[src/stre_pkg.sv]
package stre_pkg;

   typedef enum logic [3:0] {
      PH_HUNT  = 4'd0,
      PH_SP1   = 4'd1,
      PH_WDAY  = 4'd2,
      PH_SP2   = 4'd3,
      PH_MON   = 4'd4,
      PH_DAY   = 4'd5,
      PH_HOUR  = 4'd6,
      PH_COL1  = 4'd7,
      PH_MIN   = 4'd8,
      PH_COL2  = 4'd9,
      PH_SEC   = 4'd10,
      PH_YEAR  = 4'd11,
      PH_DONE  = 4'd12,
      PH_NOPFX = 4'd13
   } phase_type;

   typedef enum logic [2:0] {
      CS_IDLE,
      CS_DAYS,
      CS_YOE,
      CS_MUL1,
      CS_MUL2,
      CS_SUM,
      CS_OUT
   } conv_state_type;

   typedef struct packed {
      logic parse_en;
      logic start_conv;
      logic conv_step;
      logic load_out;
   } cmd_type;

   typedef struct packed {
      logic last_seen;
   } status_type;

   localparam int unsigned PrefixLen = 13;

   function automatic logic [7:0] prefix_char(input logic [3:0] n);
      logic [7:0] c;
      unique case (n)
         4'd0:    c = 8'h2B;
         4'd1:    c = 8'h43;
         4'd2:    c = 8'h49;
         4'd3:    c = 8'h50;
         4'd4:    c = 8'h53;
         4'd5:    c = 8'h4E;
         4'd6:    c = 8'h54;
         4'd7:    c = 8'h50;
         4'd8:    c = 8'h54;
         4'd9:    c = 8'h49;
         4'd10:   c = 8'h4D;
         4'd11:   c = 8'h45;
         4'd12:   c = 8'h3A;
         default: c = 8'h00;
      endcase
      return c;
   endfunction

   function automatic logic [23:0] month_text(input logic [3:0] i);
      logic [23:0] t;
      unique case (i)
         4'd0:    t = "Jan";
         4'd1:    t = "Feb";
         4'd2:    t = "Mar";
         4'd3:    t = "Apr";
         4'd4:    t = "May";
         4'd5:    t = "Jun";
         4'd6:    t = "Jul";
         4'd7:    t = "Aug";
         4'd8:    t = "Sep";
         4'd9:    t = "Oct";
         4'd10:   t = "Nov";
         default: t = "Dec";
      endcase
      return t;
   endfunction

   // day of year offset of month start, March based
   function automatic logic [8:0] month_doy(input logic [3:0] m);
      logic [8:0] d;
      unique case (m)
         4'd3:    d = 9'd0;
         4'd4:    d = 9'd31;
         4'd5:    d = 9'd61;
         4'd6:    d = 9'd92;
         4'd7:    d = 9'd122;
         4'd8:    d = 9'd153;
         4'd9:    d = 9'd184;
         4'd10:   d = 9'd214;
         4'd11:   d = 9'd245;
         4'd12:   d = 9'd275;
         4'd1:    d = 9'd306;
         4'd2:    d = 9'd337;
         default: d = 9'd0;
      endcase
      return d;
   endfunction

endpackage

[src/stre_if.sv]
interface stre_req_if;
   logic       valid;
   logic       ready;
   logic [7:0] rx_byte;
   logic       last_byte;
   modport source (output valid, output rx_byte, output last_byte, input ready);
   modport sink (input valid, input rx_byte, input last_byte, output ready);
endinterface

interface stre_rsp_if;
   logic        valid;
   logic        ready;
   logic [31:0] epoch_seconds;
   logic        time_valid;
   logic        prefix_found;
   modport source (output valid, output epoch_seconds, output time_valid,
                   output prefix_found, input ready);
   modport sink (input valid, input epoch_seconds, input time_valid,
                 input prefix_found, output ready);
endinterface

[src/stre_ctrl.sv]
module stre_ctrl (
   input  logic                clock,
   input  logic                reset,
   input  logic                req_valid,
   input  logic                req_last,
   output logic                req_ready,
   output logic                rsp_valid,
   input  logic                rsp_ready,
   output stre_pkg::cmd_type   cmd,
   input  stre_pkg::status_type status
);

   stre_pkg::conv_state_type state_ff, state_in;
   logic out_valid_ff, out_valid_in;
   logic accept;
   logic finishing;

   assign accept    = req_valid && req_ready;
   assign req_ready = (state_ff == stre_pkg::CS_IDLE);
   assign finishing = (state_ff == stre_pkg::CS_OUT) && !out_valid_ff;
   assign rsp_valid = out_valid_ff;

   always_comb begin
      state_in = state_ff;
      unique case (state_ff)
         stre_pkg::CS_IDLE: if (accept && req_last) state_in = stre_pkg::CS_DAYS;
         stre_pkg::CS_DAYS: state_in = stre_pkg::CS_YOE;
         stre_pkg::CS_YOE:  state_in = stre_pkg::CS_MUL1;
         stre_pkg::CS_MUL1: state_in = stre_pkg::CS_MUL2;
         stre_pkg::CS_MUL2: state_in = stre_pkg::CS_SUM;
         stre_pkg::CS_SUM:  state_in = stre_pkg::CS_OUT;
         stre_pkg::CS_OUT:  if (!out_valid_ff) state_in = stre_pkg::CS_IDLE;
         default:           state_in = stre_pkg::CS_IDLE;
      endcase
   end

   always_comb begin
      cmd.parse_en   = accept;
      cmd.start_conv = accept && req_last;
      cmd.conv_step  = (state_ff != stre_pkg::CS_IDLE) && (state_ff != stre_pkg::CS_OUT);
      cmd.load_out   = finishing;
   end

   always_comb begin
      out_valid_in = out_valid_ff;
      if (out_valid_ff && rsp_ready) out_valid_in = 1'b0;
      if (finishing) out_valid_in = 1'b1;
   end

   always_ff @(posedge clock) begin
      if (reset) begin
         state_ff     <= stre_pkg::CS_IDLE;
         out_valid_ff <= 1'b0;
      end else begin
         state_ff     <= state_in;
         out_valid_ff <= out_valid_in;
      end
   end

   a_last_starts: assert property (@(posedge clock) disable iff (reset)
      accept && req_last |=> state_ff == stre_pkg::CS_DAYS) else $error("conv not started");
   a_no_accept_busy: assert property (@(posedge clock) disable iff (reset)
      state_ff != stre_pkg::CS_IDLE |-> !req_ready) else $error("accept while busy");
   a_out_load: assert property (@(posedge clock) disable iff (reset)
      finishing |=> out_valid_ff) else $error("result lost");
   a_status: assert property (@(posedge clock) disable iff (reset)
      state_ff == stre_pkg::CS_DAYS |-> status.last_seen) else $error("no last");

endmodule

[src/stre_dp.sv]
module stre_dp (
   input  logic                 clock,
   input  logic                 reset,
   input  logic [7:0]           rx_byte,
   input  logic                 last_byte,
   input  logic [15:0]          min_year,
   input  stre_pkg::cmd_type    cmd,
   output stre_pkg::status_type status,
   output logic [31:0]          epoch_seconds,
   output logic                 time_valid,
   output logic                 prefix_found
);

   stre_pkg::phase_type phase_ff, phase_in;
   logic [3:0]  pcnt_ff, pcnt_in;
   logic [11:0] cand_ff, cand_in;
   logic [1:0]  mcnt_ff, mcnt_in;
   logic [3:0]  mon_ff, mon_in;
   logic [15:0] day_ff, day_in, hour_ff, hour_in, min_ff, min_in;
   logic [15:0] sec_ff, sec_in, year_ff, year_in;
   logic [4:0]  dseen_ff, dseen_in;
   logic        done_ff, done_in, fail_ff, fail_in;
   logic        last_ff;

   // parse step (at most two phases visited per byte)
   always_comb begin
      logic        is_digit;
      logic [3:0]  dv;
      logic [15:0] cur;
      logic [19:0] t;
      logic [15:0] nv;
      logic [2:0]  fb;
      logic        has;
      logic [11:0] nc;
      logic [3:0]  mn;
      stre_pkg::phase_type ph;
      logic        again;
      phase_in = phase_ff; pcnt_in = pcnt_ff; cand_in = cand_ff; mcnt_in = mcnt_ff;
      mon_in = mon_ff; day_in = day_ff; hour_in = hour_ff; min_in = min_ff;
      sec_in = sec_ff; year_in = year_ff; dseen_in = dseen_ff;
      done_in = done_ff; fail_in = fail_ff;
      is_digit = (rx_byte >= 8'h30) && (rx_byte <= 8'h39);
      dv = rx_byte[3:0];
      nc = cand_ff; mn = 4'd0;
      cur = 16'd0; t = 20'd0; nv = 16'd0; fb = 3'd0; has = 1'b0;
      ph = phase_ff; again = 1'b0;
      if (phase_ff != stre_pkg::PH_DONE && phase_ff != stre_pkg::PH_NOPFX) begin
         if (rx_byte == 8'h00) begin
            if (phase_ff == stre_pkg::PH_HUNT) phase_in = stre_pkg::PH_NOPFX;
            else again = 1'b1;
         end else begin
            if (phase_ff == stre_pkg::PH_SP2 && rx_byte != 8'h20) ph = stre_pkg::PH_MON;
            // number field that ends on a non-digit moves to the next phase
            if (phase_ff >= stre_pkg::PH_DAY && phase_ff <= stre_pkg::PH_SEC
                && phase_ff != stre_pkg::PH_COL1 && phase_ff != stre_pkg::PH_COL2
                && !is_digit) begin
               unique case (phase_ff)
                  stre_pkg::PH_DAY:  has = dseen_ff[0];
                  stre_pkg::PH_HOUR: has = dseen_ff[1];
                  stre_pkg::PH_MIN:  has = dseen_ff[2];
                  default:           has = dseen_ff[3];
               endcase
               if (has) ph = stre_pkg::phase_type'(phase_ff + 4'd1);
            end
            unique case (ph)
               stre_pkg::PH_HUNT: begin
                  if (rx_byte == stre_pkg::prefix_char(pcnt_ff)) pcnt_in = pcnt_ff + 4'd1;
                  else pcnt_in = (rx_byte == 8'h2B) ? 4'd1 : 4'd0;
                  if (pcnt_in == 4'(stre_pkg::PrefixLen)) phase_in = stre_pkg::PH_SP1;
               end
               stre_pkg::PH_SP1:  if (rx_byte != 8'h20) phase_in = stre_pkg::PH_WDAY;
               stre_pkg::PH_WDAY: if (rx_byte == 8'h20) phase_in = stre_pkg::PH_SP2;
               stre_pkg::PH_SP2:  phase_in = stre_pkg::PH_SP2;
               stre_pkg::PH_MON: begin
                  phase_in = stre_pkg::PH_MON;
                  for (int i = 0; i < 12; i++) begin
                     logic [23:0] mt;
                     mt = stre_pkg::month_text(4'(i));
                     unique case (mcnt_ff)
                        2'd0:    if (mt[23:16] != rx_byte) nc[i] = 1'b0;
                        2'd1:    if (mt[15:8] != rx_byte) nc[i] = 1'b0;
                        default: if (mt[7:0] != rx_byte) nc[i] = 1'b0;
                     endcase
                  end
                  for (int i = 11; i >= 0; i--) if (nc[i]) mn = 4'(i + 1);
                  cand_in = nc;
                  mcnt_in = mcnt_ff + 2'd1;
                  if (mcnt_ff == 2'd3) begin
                     fail_in = 1'b1; phase_in = stre_pkg::PH_DONE;
                     mcnt_in = mcnt_ff; cand_in = cand_ff;
                  end else if (mcnt_ff == 2'd2) begin
                     mon_in = mn;
                     if (mn == 4'd0) begin
                        fail_in = 1'b1; phase_in = stre_pkg::PH_DONE;
                     end else phase_in = stre_pkg::PH_DAY;
                  end
               end
               stre_pkg::PH_COL1, stre_pkg::PH_COL2: begin
                  if (rx_byte == 8'h3A) phase_in = stre_pkg::phase_type'(ph + 4'd1);
                  else begin
                     fail_in = 1'b1; phase_in = stre_pkg::PH_DONE;
                  end
               end
               stre_pkg::PH_DAY, stre_pkg::PH_HOUR, stre_pkg::PH_MIN,
               stre_pkg::PH_SEC, stre_pkg::PH_YEAR: begin
                  unique case (ph)
                     stre_pkg::PH_DAY:  begin cur = day_ff;  fb = 3'd0; end
                     stre_pkg::PH_HOUR: begin cur = hour_ff; fb = 3'd1; end
                     stre_pkg::PH_MIN:  begin cur = min_ff;  fb = 3'd2; end
                     stre_pkg::PH_SEC:  begin cur = sec_ff;  fb = 3'd3; end
                     default:           begin cur = year_ff; fb = 3'd4; end
                  endcase
                  has = dseen_ff[fb];
                  phase_in = ph;
                  if (is_digit) begin
                     t = {cur, 3'b000} + {3'b000, cur, 1'b0} + {16'd0, dv};
                     nv = (t > 20'd65535) ? 16'hFFFF : t[15:0];
                     dseen_in[fb] = 1'b1;
                     unique case (ph)
                        stre_pkg::PH_DAY:  day_in  = nv;
                        stre_pkg::PH_HOUR: hour_in = nv;
                        stre_pkg::PH_MIN:  min_in  = nv;
                        stre_pkg::PH_SEC:  sec_in  = nv;
                        default:           year_in = nv;
                     endcase
                  end else if (rx_byte == 8'h20 && !has) begin
                     phase_in = ph;
                  end else if (!has) begin
                     fail_in = 1'b1; phase_in = stre_pkg::PH_DONE;
                  end else begin
                     done_in = 1'b1; phase_in = stre_pkg::PH_DONE;
                  end
               end
               default: phase_in = ph;
            endcase
         end
      end
      // end of text: zero byte or last byte
      if (again || (last_byte && phase_in != stre_pkg::PH_HUNT
                    && phase_in != stre_pkg::PH_DONE && phase_in != stre_pkg::PH_NOPFX)) begin
         if (!again || (phase_ff != stre_pkg::PH_HUNT)) begin
            if (phase_in == stre_pkg::PH_YEAR && dseen_in[4]) done_in = 1'b1;
            else fail_in = 1'b1;
            phase_in = stre_pkg::PH_DONE;
         end
      end
   end

   // conversion datapath
   logic        valid_ff, found_ff;
   logic [16:0] y_ff;
   logic [8:0]  doy_ff;
   logic [8:0]  era_ff;
   logic [8:0]  yoe_ff;
   logic [31:0] days_ff, tod_a_ff, tod_b_ff, acc_ff;
   logic [31:0] eout_ff;
   logic        vout_ff, fout_ff;
   logic [2:0]  cstep_ff;

   always_comb begin
      status.last_seen = last_ff;
   end

   always_ff @(posedge clock) begin
      if (reset) begin
         phase_ff <= stre_pkg::PH_HUNT; pcnt_ff <= '0; cand_ff <= '1; mcnt_ff <= '0;
         mon_ff <= '0; day_ff <= '0; hour_ff <= '0; min_ff <= '0; sec_ff <= '0;
         year_ff <= '0; dseen_ff <= '0; done_ff <= 1'b0; fail_ff <= 1'b0;
         last_ff <= 1'b0; cstep_ff <= '0;
      end else begin
         if (cmd.parse_en) last_ff <= last_byte;
         if (cmd.start_conv) begin
            phase_ff <= stre_pkg::PH_HUNT; pcnt_ff <= '0; cand_ff <= '1; mcnt_ff <= '0;
            mon_ff <= '0; day_ff <= '0; hour_ff <= '0; min_ff <= '0; sec_ff <= '0;
            year_ff <= '0; dseen_ff <= '0; done_ff <= 1'b0; fail_ff <= 1'b0;
         end else if (cmd.parse_en) begin
            phase_ff <= phase_in; pcnt_ff <= pcnt_in; cand_ff <= cand_in;
            mcnt_ff <= mcnt_in; mon_ff <= mon_in; day_ff <= day_in; hour_ff <= hour_in;
            min_ff <= min_in; sec_ff <= sec_in; year_ff <= year_in;
            dseen_ff <= dseen_in; done_ff <= done_in; fail_ff <= fail_in;
         end
         if (cmd.start_conv) cstep_ff <= 3'd0;
         else if (cmd.conv_step) cstep_ff <= cstep_ff + 3'd1;
      end
   end

   // capture snapshot on last beat, then compute over the conversion steps
   logic [15:0] cday_ff, chour_ff, cmin_ff, csec_ff;
   logic [16:0] yadj;
   logic [31:0] era_days, yoe_days;
   logic [23:0] era_prod;
   logic [15:0] era_x400, yoe_diff;
   logic [31:0] yoe_cent;

   assign yadj = {1'b0, year_in} - ((mon_in <= 4'd2) ? 17'd1 : 17'd0);

   always_ff @(posedge clock) begin
      if (cmd.start_conv) begin
         found_ff <= (phase_in >= stre_pkg::PH_SP1) && (phase_in <= stre_pkg::PH_DONE);
         valid_ff <= (phase_in >= stre_pkg::PH_SP1) && (phase_in <= stre_pkg::PH_DONE)
                     && done_in && !fail_in && mon_in >= 4'd1 && mon_in <= 4'd12
                     && day_in >= 16'd1 && year_in >= min_year;
         y_ff     <= yadj;
         doy_ff   <= stre_pkg::month_doy(mon_in);
         cday_ff  <= day_in; chour_ff <= hour_in; cmin_ff <= min_in; csec_ff <= sec_in;
      end
      if (cmd.conv_step) begin
         unique case (cstep_ff)
            3'd0: begin
               // y = -1 only for year 0 Jan/Feb: floored era -1, yoe 399
               if (y_ff[16]) era_ff <= 9'h1FF;
               else era_ff <= {1'b0, era_prod[23:16]};
            end
            3'd1: begin
               if (y_ff[16]) yoe_ff <= 9'd399;
               else yoe_ff <= yoe_diff[8:0];
            end
            3'd2: begin
               days_ff  <= era_days + yoe_days;
               tod_a_ff <= {16'd0, chour_ff} * 32'd3600;
            end
            3'd3: begin
               days_ff  <= days_ff + 32'(doy_ff) + 32'(cday_ff) - 32'd1 - 32'd719468;
               tod_b_ff <= {16'd0, cmin_ff} * 32'd60 + 32'(csec_ff);
            end
            default: begin
               acc_ff <= days_ff * 32'd86400 + tod_a_ff + tod_b_ff;
            end
         endcase
      end
      if (cmd.load_out) begin
         eout_ff <= valid_ff ? acc_ff : 32'd0;
         vout_ff <= valid_ff;
         fout_ff <= found_ff;
      end
   end

   // y / 400 as (y >> 4) / 25 by reciprocal, exact for y below 2^16
   assign era_prod = {12'd0, y_ff[15:4]} * 24'd2622;
   assign era_x400 = {8'd0, era_ff[7:0]} * 16'd400;
   assign yoe_diff = y_ff[15:0] - era_x400;
   assign yoe_cent = (yoe_ff >= 9'd300) ? 32'd3 :
                     (yoe_ff >= 9'd200) ? 32'd2 :
                     (yoe_ff >= 9'd100) ? 32'd1 : 32'd0;

   assign era_days = {{23{era_ff[8]}}, era_ff} * 32'd146097;
   assign yoe_days = 32'(yoe_ff) * 32'd365 + 32'(yoe_ff >> 2) - yoe_cent;

   assign epoch_seconds = eout_ff;
   assign time_valid    = vout_ff;
   assign prefix_found  = fout_ff;

   a_valid_found: assert property (@(posedge clock) disable iff (reset)
      vout_ff |-> fout_ff) else $error("valid without prefix");
   a_zero_invalid: assert property (@(posedge clock) disable iff (reset)
      !vout_ff && $past(cmd.load_out) |-> eout_ff == 32'd0) else $error("nonzero epoch");
   a_clear: assert property (@(posedge clock) disable iff (reset)
      cmd.start_conv |=> phase_ff == stre_pkg::PH_HUNT) else $error("parse not cleared");

endmodule

[src/sntp_time_reply_to_epoch.sv]
// SNTP time reply parser.
// req: one reply byte per beat (rx_byte, last_byte). The parser hunts for
// "+CIPSNTPTIME:", then reads weekday, month, day, hh:mm:ss and year.
// rsp: one beat per buffer, after the byte marked last_byte, carrying the Unix
// epoch_seconds, time_valid and prefix_found.
// csr: csr_we/csr_wdata write min_valid_year (reset 2024); write while idle.
// Throughput: one byte per cycle while parsing. The last byte starts a
// civil-date conversion (era, year of era, day count, seconds); req_ready
// is low until it ends, and longer if the previous result beat still
// waits on rsp_ready.
// The result beat rises after the conversion states DAYS, YOE, MUL1, MUL2,
// SUM and OUT, when no earlier result is pending.
// Reset (synchronous, active high) clears the parser, drops rsp_valid and
// restores min_valid_year. A stalled receiver holds the result beat stable;
// bytes of the next buffer are still taken, and its conversion holds in the
// OUT state until the waiting beat is taken.
module sntp_time_reply_to_epoch (
   input  logic        clock,
   input  logic        reset,
   stre_req_if.sink    req,
   stre_rsp_if.source  rsp,
   input  logic        csr_we,
   input  logic [15:0] csr_wdata
);

   logic [15:0] min_year_ff;
   stre_pkg::cmd_type    cmd;
   stre_pkg::status_type status;

   always_ff @(posedge clock) begin
      if (reset) min_year_ff <= 16'd2024;
      else if (csr_we) min_year_ff <= csr_wdata;
   end

   stre_ctrl u_ctrl (
      .clock     (clock),
      .reset     (reset),
      .req_valid (req.valid),
      .req_last  (req.last_byte),
      .req_ready (req.ready),
      .rsp_valid (rsp.valid),
      .rsp_ready (rsp.ready),
      .cmd       (cmd),
      .status    (status)
   );

   stre_dp u_dp (
      .clock         (clock),
      .reset         (reset),
      .rx_byte       (req.rx_byte),
      .last_byte     (req.last_byte),
      .min_year      (min_year_ff),
      .cmd           (cmd),
      .status        (status),
      .epoch_seconds (rsp.epoch_seconds),
      .time_valid    (rsp.time_valid),
      .prefix_found  (rsp.prefix_found)
   );

endmodule

[src/flat_wrapper.sv]
// flat-port wrapper written by rule: the top's interface ports become plain ports
module sntp_time_reply_to_epoch_flat 
  (clock, reset, csr_we, csr_wdata, req_valid, req_rx_byte, req_last_byte, req_ready, rsp_valid, rsp_epoch_seconds, rsp_time_valid, rsp_prefix_found, rsp_ready);
  stre_req_if req_i ();
  stre_rsp_if rsp_i ();
  input  logic clock;
  input  logic reset;
  input  logic csr_we;
  input  logic [15:0] csr_wdata;
  input wire logic [$bits(req_i.valid)-1:0] req_valid;
  input wire logic [$bits(req_i.rx_byte)-1:0] req_rx_byte;
  input wire logic [$bits(req_i.last_byte)-1:0] req_last_byte;
  output wire logic [$bits(req_i.ready)-1:0] req_ready;
  output wire logic [$bits(rsp_i.valid)-1:0] rsp_valid;
  output wire logic [$bits(rsp_i.epoch_seconds)-1:0] rsp_epoch_seconds;
  output wire logic [$bits(rsp_i.time_valid)-1:0] rsp_time_valid;
  output wire logic [$bits(rsp_i.prefix_found)-1:0] rsp_prefix_found;
  input wire logic [$bits(rsp_i.ready)-1:0] rsp_ready;
  assign req_i.valid = req_valid;
  assign req_i.rx_byte = req_rx_byte;
  assign req_i.last_byte = req_last_byte;
  assign req_ready = req_i.ready;
  assign rsp_valid = rsp_i.valid;
  assign rsp_epoch_seconds = rsp_i.epoch_seconds;
  assign rsp_time_valid = rsp_i.time_valid;
  assign rsp_prefix_found = rsp_i.prefix_found;
  assign rsp_i.ready = rsp_ready;
  sntp_time_reply_to_epoch u_core (.clock(clock), .reset(reset), .req(req_i), .rsp(rsp_i), .csr_we(csr_we), .csr_wdata(csr_wdata));
endmodule
[config.mk]
export PLATFORM = sky130hd
export DESIGN_NAME = sntp_time_reply_to_epoch_flat
export DESIGN_NICKNAME = d
export VERILOG_FILES = /design/src/stre_pkg.sv /design/src/stre_if.sv /design/src/stre_ctrl.sv /design/src/stre_dp.sv /design/src/sntp_time_reply_to_epoch.sv /design/src/flat_wrapper.sv
export SDC_FILE = /design/constraint.sdc
export NUM_CORES = 2
export LEC_CHECK = 0
export ABC_CLOCK_PERIOD_IN_PS = 11800
export BUFFER_PORTS_ARGS = -buffer_cell sky130_fd_sc_hd__clkbuf_2
export CORE_ASPECT_RATIO = 0.75
export CORE_UTILIZATION = 54
export CTS_BUF_LIST = sky130_fd_sc_hd__clkbuf_8
export CTS_CLUSTER_DIAMETER = 100
export DETAILED_ROUTE_END_ITERATION = 6
export PLACE_DENSITY_LB_ADDON = 0.3
export SYNTH_ARGS = -nofsm -noshare
export SYNTH_HDL_FRONTEND = slang
export SYNTH_SLANG_ARGS = --single-unit
[constraint.sdc]
create_clock -name clock -period 11.8 [get_ports clock]
set_input_delay 3.54 -clock clock [delete_from_list [all_inputs] [get_ports clock]]
set_output_delay 3.54 -clock clock [all_outputs]
set_load 0.005 [all_outputs]
==> tab_implementation.tex <==
\begin{tabular}{lr}
\hline
Metric & Value \\
\hline
\multicolumn{2}{l}{\textbf{STA}} \\
Relative slew slack & 0.242 \\
Clock period minus final worst setup slack & 11.24 ns \\
Highest clock rate & between 0.08 and 0.09 GHz \\
Unrepaired setup endpoints after global routing & false \\
Worst-margin pin slew & 1.14 ns \\
Least setup slack across all paths after layout & 0.559 ns \\
Number of failing hold endpoints at the final stage & 0 \\
Final slew viol count & 0 \\
Final-report setup violation count & 0 \\
Final-layout setup total negative slack & 0 ns \\
Post-route fraction of the period consumed by the critical path & 0.953 \\
Layout Skew & between 0.05 and 0.06 ns \\
\multicolumn{2}{l}{\textbf{Yosys}} \\
Synth Area per Inst & approximately 9.5 um\^{}2 \\
Basic-gate share of the synthesized area counting and, or, nand and nor cells & 0.122 \\
Synth Flop Type & sky130\_fd\_sc\_hd\_\_edfxtp\_1 \\
Xor and xnor area share after synthesis & 0.0513 \\
Cell taking the most area after synthesis & sky130\_fd\_sc\_hd\_\_edfxtp\_1 \\
Distinct cell type count after synthesis & between 100 and 150 \\
Net count after synthesis & about 4800 \\
Synthesized flop and latch total & roughly 390 \\
Yosys warning total & 0 \\
Share of synthesized registers carrying an async set or reset & 0 \\
Synth top area share & 0.200 \\
Multiplexer fraction of the synthesized cell area & 0.0120 \\
Synthesized-area fraction occupied by adder cells & 0.333 \\
Netlist area before placement & approximately 37000 um\^{}2 \\
Fraction of the mapped netlist area in compound gates & 0.136 \\
Synth cell count leaders & sky130\_fd\_sc\_hd\_\_ha\_1 (589), sky130\_fd\_sc\_hd\_\_inv\_1 (581), sky130\_fd\_sc\_hd\_\_nand2\_1 (322), sky130\_fd\_sc\_hd\_\_fa\_1 (251) \\
Top cells by area, synth & sky130\_fd\_sc\_hd\_\_edfxtp\_1 (20\%), sky130\_fd\_sc\_hd\_\_ha\_1 (20\%), sky130\_fd\_sc\_hd\_\_fa\_1 (14\%) \\
EDFF count, synth & 248 \\
Sequential area share after synthesis & 0.277 \\
Library cell with the highest instance count after synthesis & sky130\_fd\_sc\_hd\_\_ha\_1 \\
Cell count after synthesis & $\sim$3900 \\
Main combinational cell family by area after synthesis & adder cells \\
\multicolumn{2}{l}{\textbf{Setup path}} \\
Category of the worst setup path capture point & flip-flop \\
Crit path buffers/inverters & 4 \\
CP startpoint kind & primary input \\
Top cell family by delay on the critical path & compound AO/OA/AOI/OAI gates \\
CP Data Required Time & between 10 and 15 ns \\
Maximum net fanout on the critical path & 17 \\
Category of the most critical setup path & in2reg \\
Arr. time, crit path & $\sim$12 ns \\
Cell with the largest stage delay on the worst path & sky130\_fd\_sc\_hd\_\_fa\_1 \\
Delay of the slowest cell on the worst path & 0.52 ns \\
\multicolumn{2}{l}{\textbf{Floorplan}} \\
I/O pin total & 66 \\
Total Die Area & 70000 um\^{}2 \\
Initial Utilization & 0.551 \\
Chip Height & around 230 um \\
Overall die width & $\sim$310 um \\
Count of standard-cell rows & between 80 and 90 \\
Area of the core region & 67500 um\^{}2 \\
\multicolumn{2}{l}{\textbf{Drt}} \\
Routed met2 length & between 30000 and 40000 um \\
Number of remaining DRC errors & 6 \\
Violation count after the first detailed-route iteration & 2174 \\
Vias/cell & approximately 5.5 \\
Via count of the routed design & between 20000 and 30000 \\
Met3 wire length & roughly 4200 um \\
Highest metal layer used by the detailed router & met4 \\
Per-cell routed wire length & 17.4 um \\
Post-Route WL & between 80000 and 90000 um \\
Met1 routed wirelength after detailed routing & approximately 42000 um \\
Antenna-violating nets left & 0 \\
Total iterations of the first detailed-routing run & 7 \\
\multicolumn{2}{l}{\textbf{CTS}} \\
Number of buffers inserted during clock tree synthesis & between 60 and 70 \\
Clock insertion delay at the later pin of the skew report & a little under 0.7 ns \\
Clock slew at the register clock pins of the worst setup and hold paths & 0.07 ns \\
Sink Count & 391 \\
Largest buffer count on any clock path & 3 \\
Clk root buf & sky130\_fd\_sc\_hd\_\_clkbuf\_8 \\
Post-cts gate resize count & 0 \\
H-Tree Depth & 3 \\
Number of post-CTS setup repair buffers & 0 \\
TritonCTS clock tree & built \\
Post-CTS Hold Fix Bufs & 0 \\
\multicolumn{2}{l}{\textbf{GRT}} \\
Overall global routing resource usage & 0.251 \\
Wire length of the first global-routing pass & 141000 um \\
Global-route congestion overflow total & 0 \\
Initial antenna violation count & 0 \\
Largest net degree at the start of global routing & 77 \\
Via count of the first global-routing pass & between 20000 and 30000 \\
\multicolumn{2}{l}{\textbf{Status}} \\
Result of the run & finished with violations \\
Violated checks & DRC \\
\multicolumn{2}{l}{\textbf{Place}} \\
Estimated wirelength of the detail-placed design & roughly 69000 um \\
Number of buffers added on ports & 65 \\
Post-placement setup slack & -0.0644 ns \\
Routability congestion estimate from global placement & roughly 0.95 \\
\multicolumn{2}{l}{\textbf{Min path}} \\
Class of the tightest hold or removal check & reg2reg \\
\multicolumn{2}{l}{\textbf{Final layout}} \\
Layout cells sized above 1 & 0.0732 \\
Number of diodes & 0 \\
Number of nets in the layout & 4871 \\
Sequential cell area in the final layout & between 10000 and 15000 um\^{}2 \\
Multi-input logic area & $\sim$24000 um\^{}2 \\
Layout fillers & approximately 5800 \\
Synthesis-to-layout area growth & 7.72\% \\
\multicolumn{2}{l}{\textbf{Flow run}} \\
Max-cap violation count & 0 \\
\hline
\end{tabular}
==> flip-flops by register name (all words and copies together), names as in the netlist, 5 cells and up, named ones only <==
register	count
u_core.u_dp.yoe_ff	9
u_core.u_dp.day_ff	16
u_core.u_dp.doy_ff	9
u_core.min_year_ff	16
u_core.u_dp.tod_b_ff	23
u_core.u_dp.chour_ff	16
u_core.u_dp.y_ff	17
u_core.u_dp.year_ff	16
u_core.u_dp.days_ff	25
u_core.u_dp.sec_ff	16
u_core.u_dp.era_ff	9
u_core.u_dp.csec_ff	16
u_core.u_dp.dseen_ff	5
u_core.u_dp.acc_ff	32
u_core.u_dp.min_ff	16
u_core.u_dp.tod_a_ff	24
u_core.u_dp.cand_ff	12
u_core.u_dp.cmin_ff	16
u_core.u_dp.epoch_seconds	32
u_core.u_dp.cday_ff	16
u_core.u_dp.hour_ff	16
==> kinds of logic (layout without fill, tap and decap cells) <==
family	after synthesis	count (layout)
multiplexers	42	42
AO/OA/AOI/OAI	773	773
AND/OR/NAND/NOR	960	960
flip-flops	391	391
buffers and inverters	674	831
XOR/XNOR	218	218
adder cells (fa/ha/maj)	840	840
==> layer usage <==
layer	global-route usage	vias up
met1	0.362	13010
met4	0.0636	0
met2	0.395	622
met3	0.0365	122
met5	0	-
li1	-	13631
==> cell type report <==
type / count / share of cell area
multi-input cells: 2833 / 0.608
inverters: 581 / 0.0544
clock buffers: 76 / 0.0261
well taps: 882 / 0.0275
clock inverters: 47 / 0.00693
flip-flops and latches: 391 / 0.257
repair buffers: 127 / 0.0197
==> per-stage QoR <==
stage | utilization | hold slack (ns) | area, um^2 | std cells
final | 0.594 | 0.422 | 40100 | 4937
after global routing | 0.594 | 0.437 | 40100 | 4937
after CTS | 0.594 | 0.423 | 40100 | 4937
after detailed placement | 0.574 | 0.407 | 38800 | 4814
after global placement | 0.574 | 0.409 | 38800 | 4814
after floorplan | - | 0.400 | 37200 | 3898
==> cells in the final DEF (no fill, tap or decap), drive strengths merged, types with 55 or more instances in the layout <==
master / count
a21o: 55
a21oi: 226
buf: 62
clkbuf: 141
dfxtp: 143
edfxtp: 248
fa: 251
ha: 589
inv: 606
nand2: 322
nand3: 58
nor2: 248
nor3: 69
o21ai: 175
xnor2: 148
xor2: 70
==> path summary, 6_finish.rpt <==
check,start,endpoint,slack (ns),cells after the start
max,req_rx_byte[1],u_core.u_dp.valid_ff$_DFFE_PP_,0.56,39
min,u_core.u_dp.tod_b_ff[1]$_DFFE_PP_,u_core.u_dp.acc_ff[1]$_DFFE_PP_,0.42,0
max reg2reg,u_core.u_dp.phase_ff[0]$_SDFFE_PP0P_,u_core.u_dp.valid_ff$_DFFE_PP_,2.47,41
min reg2reg,u_core.u_dp.tod_b_ff[1]$_DFFE_PP_,u_core.u_dp.acc_ff[1]$_DFFE_PP_,0.42,0
Power is left out: the tool's default activity adds up to more than one toggle a clock period on the data nets, which glitch-free logic cannot reach.
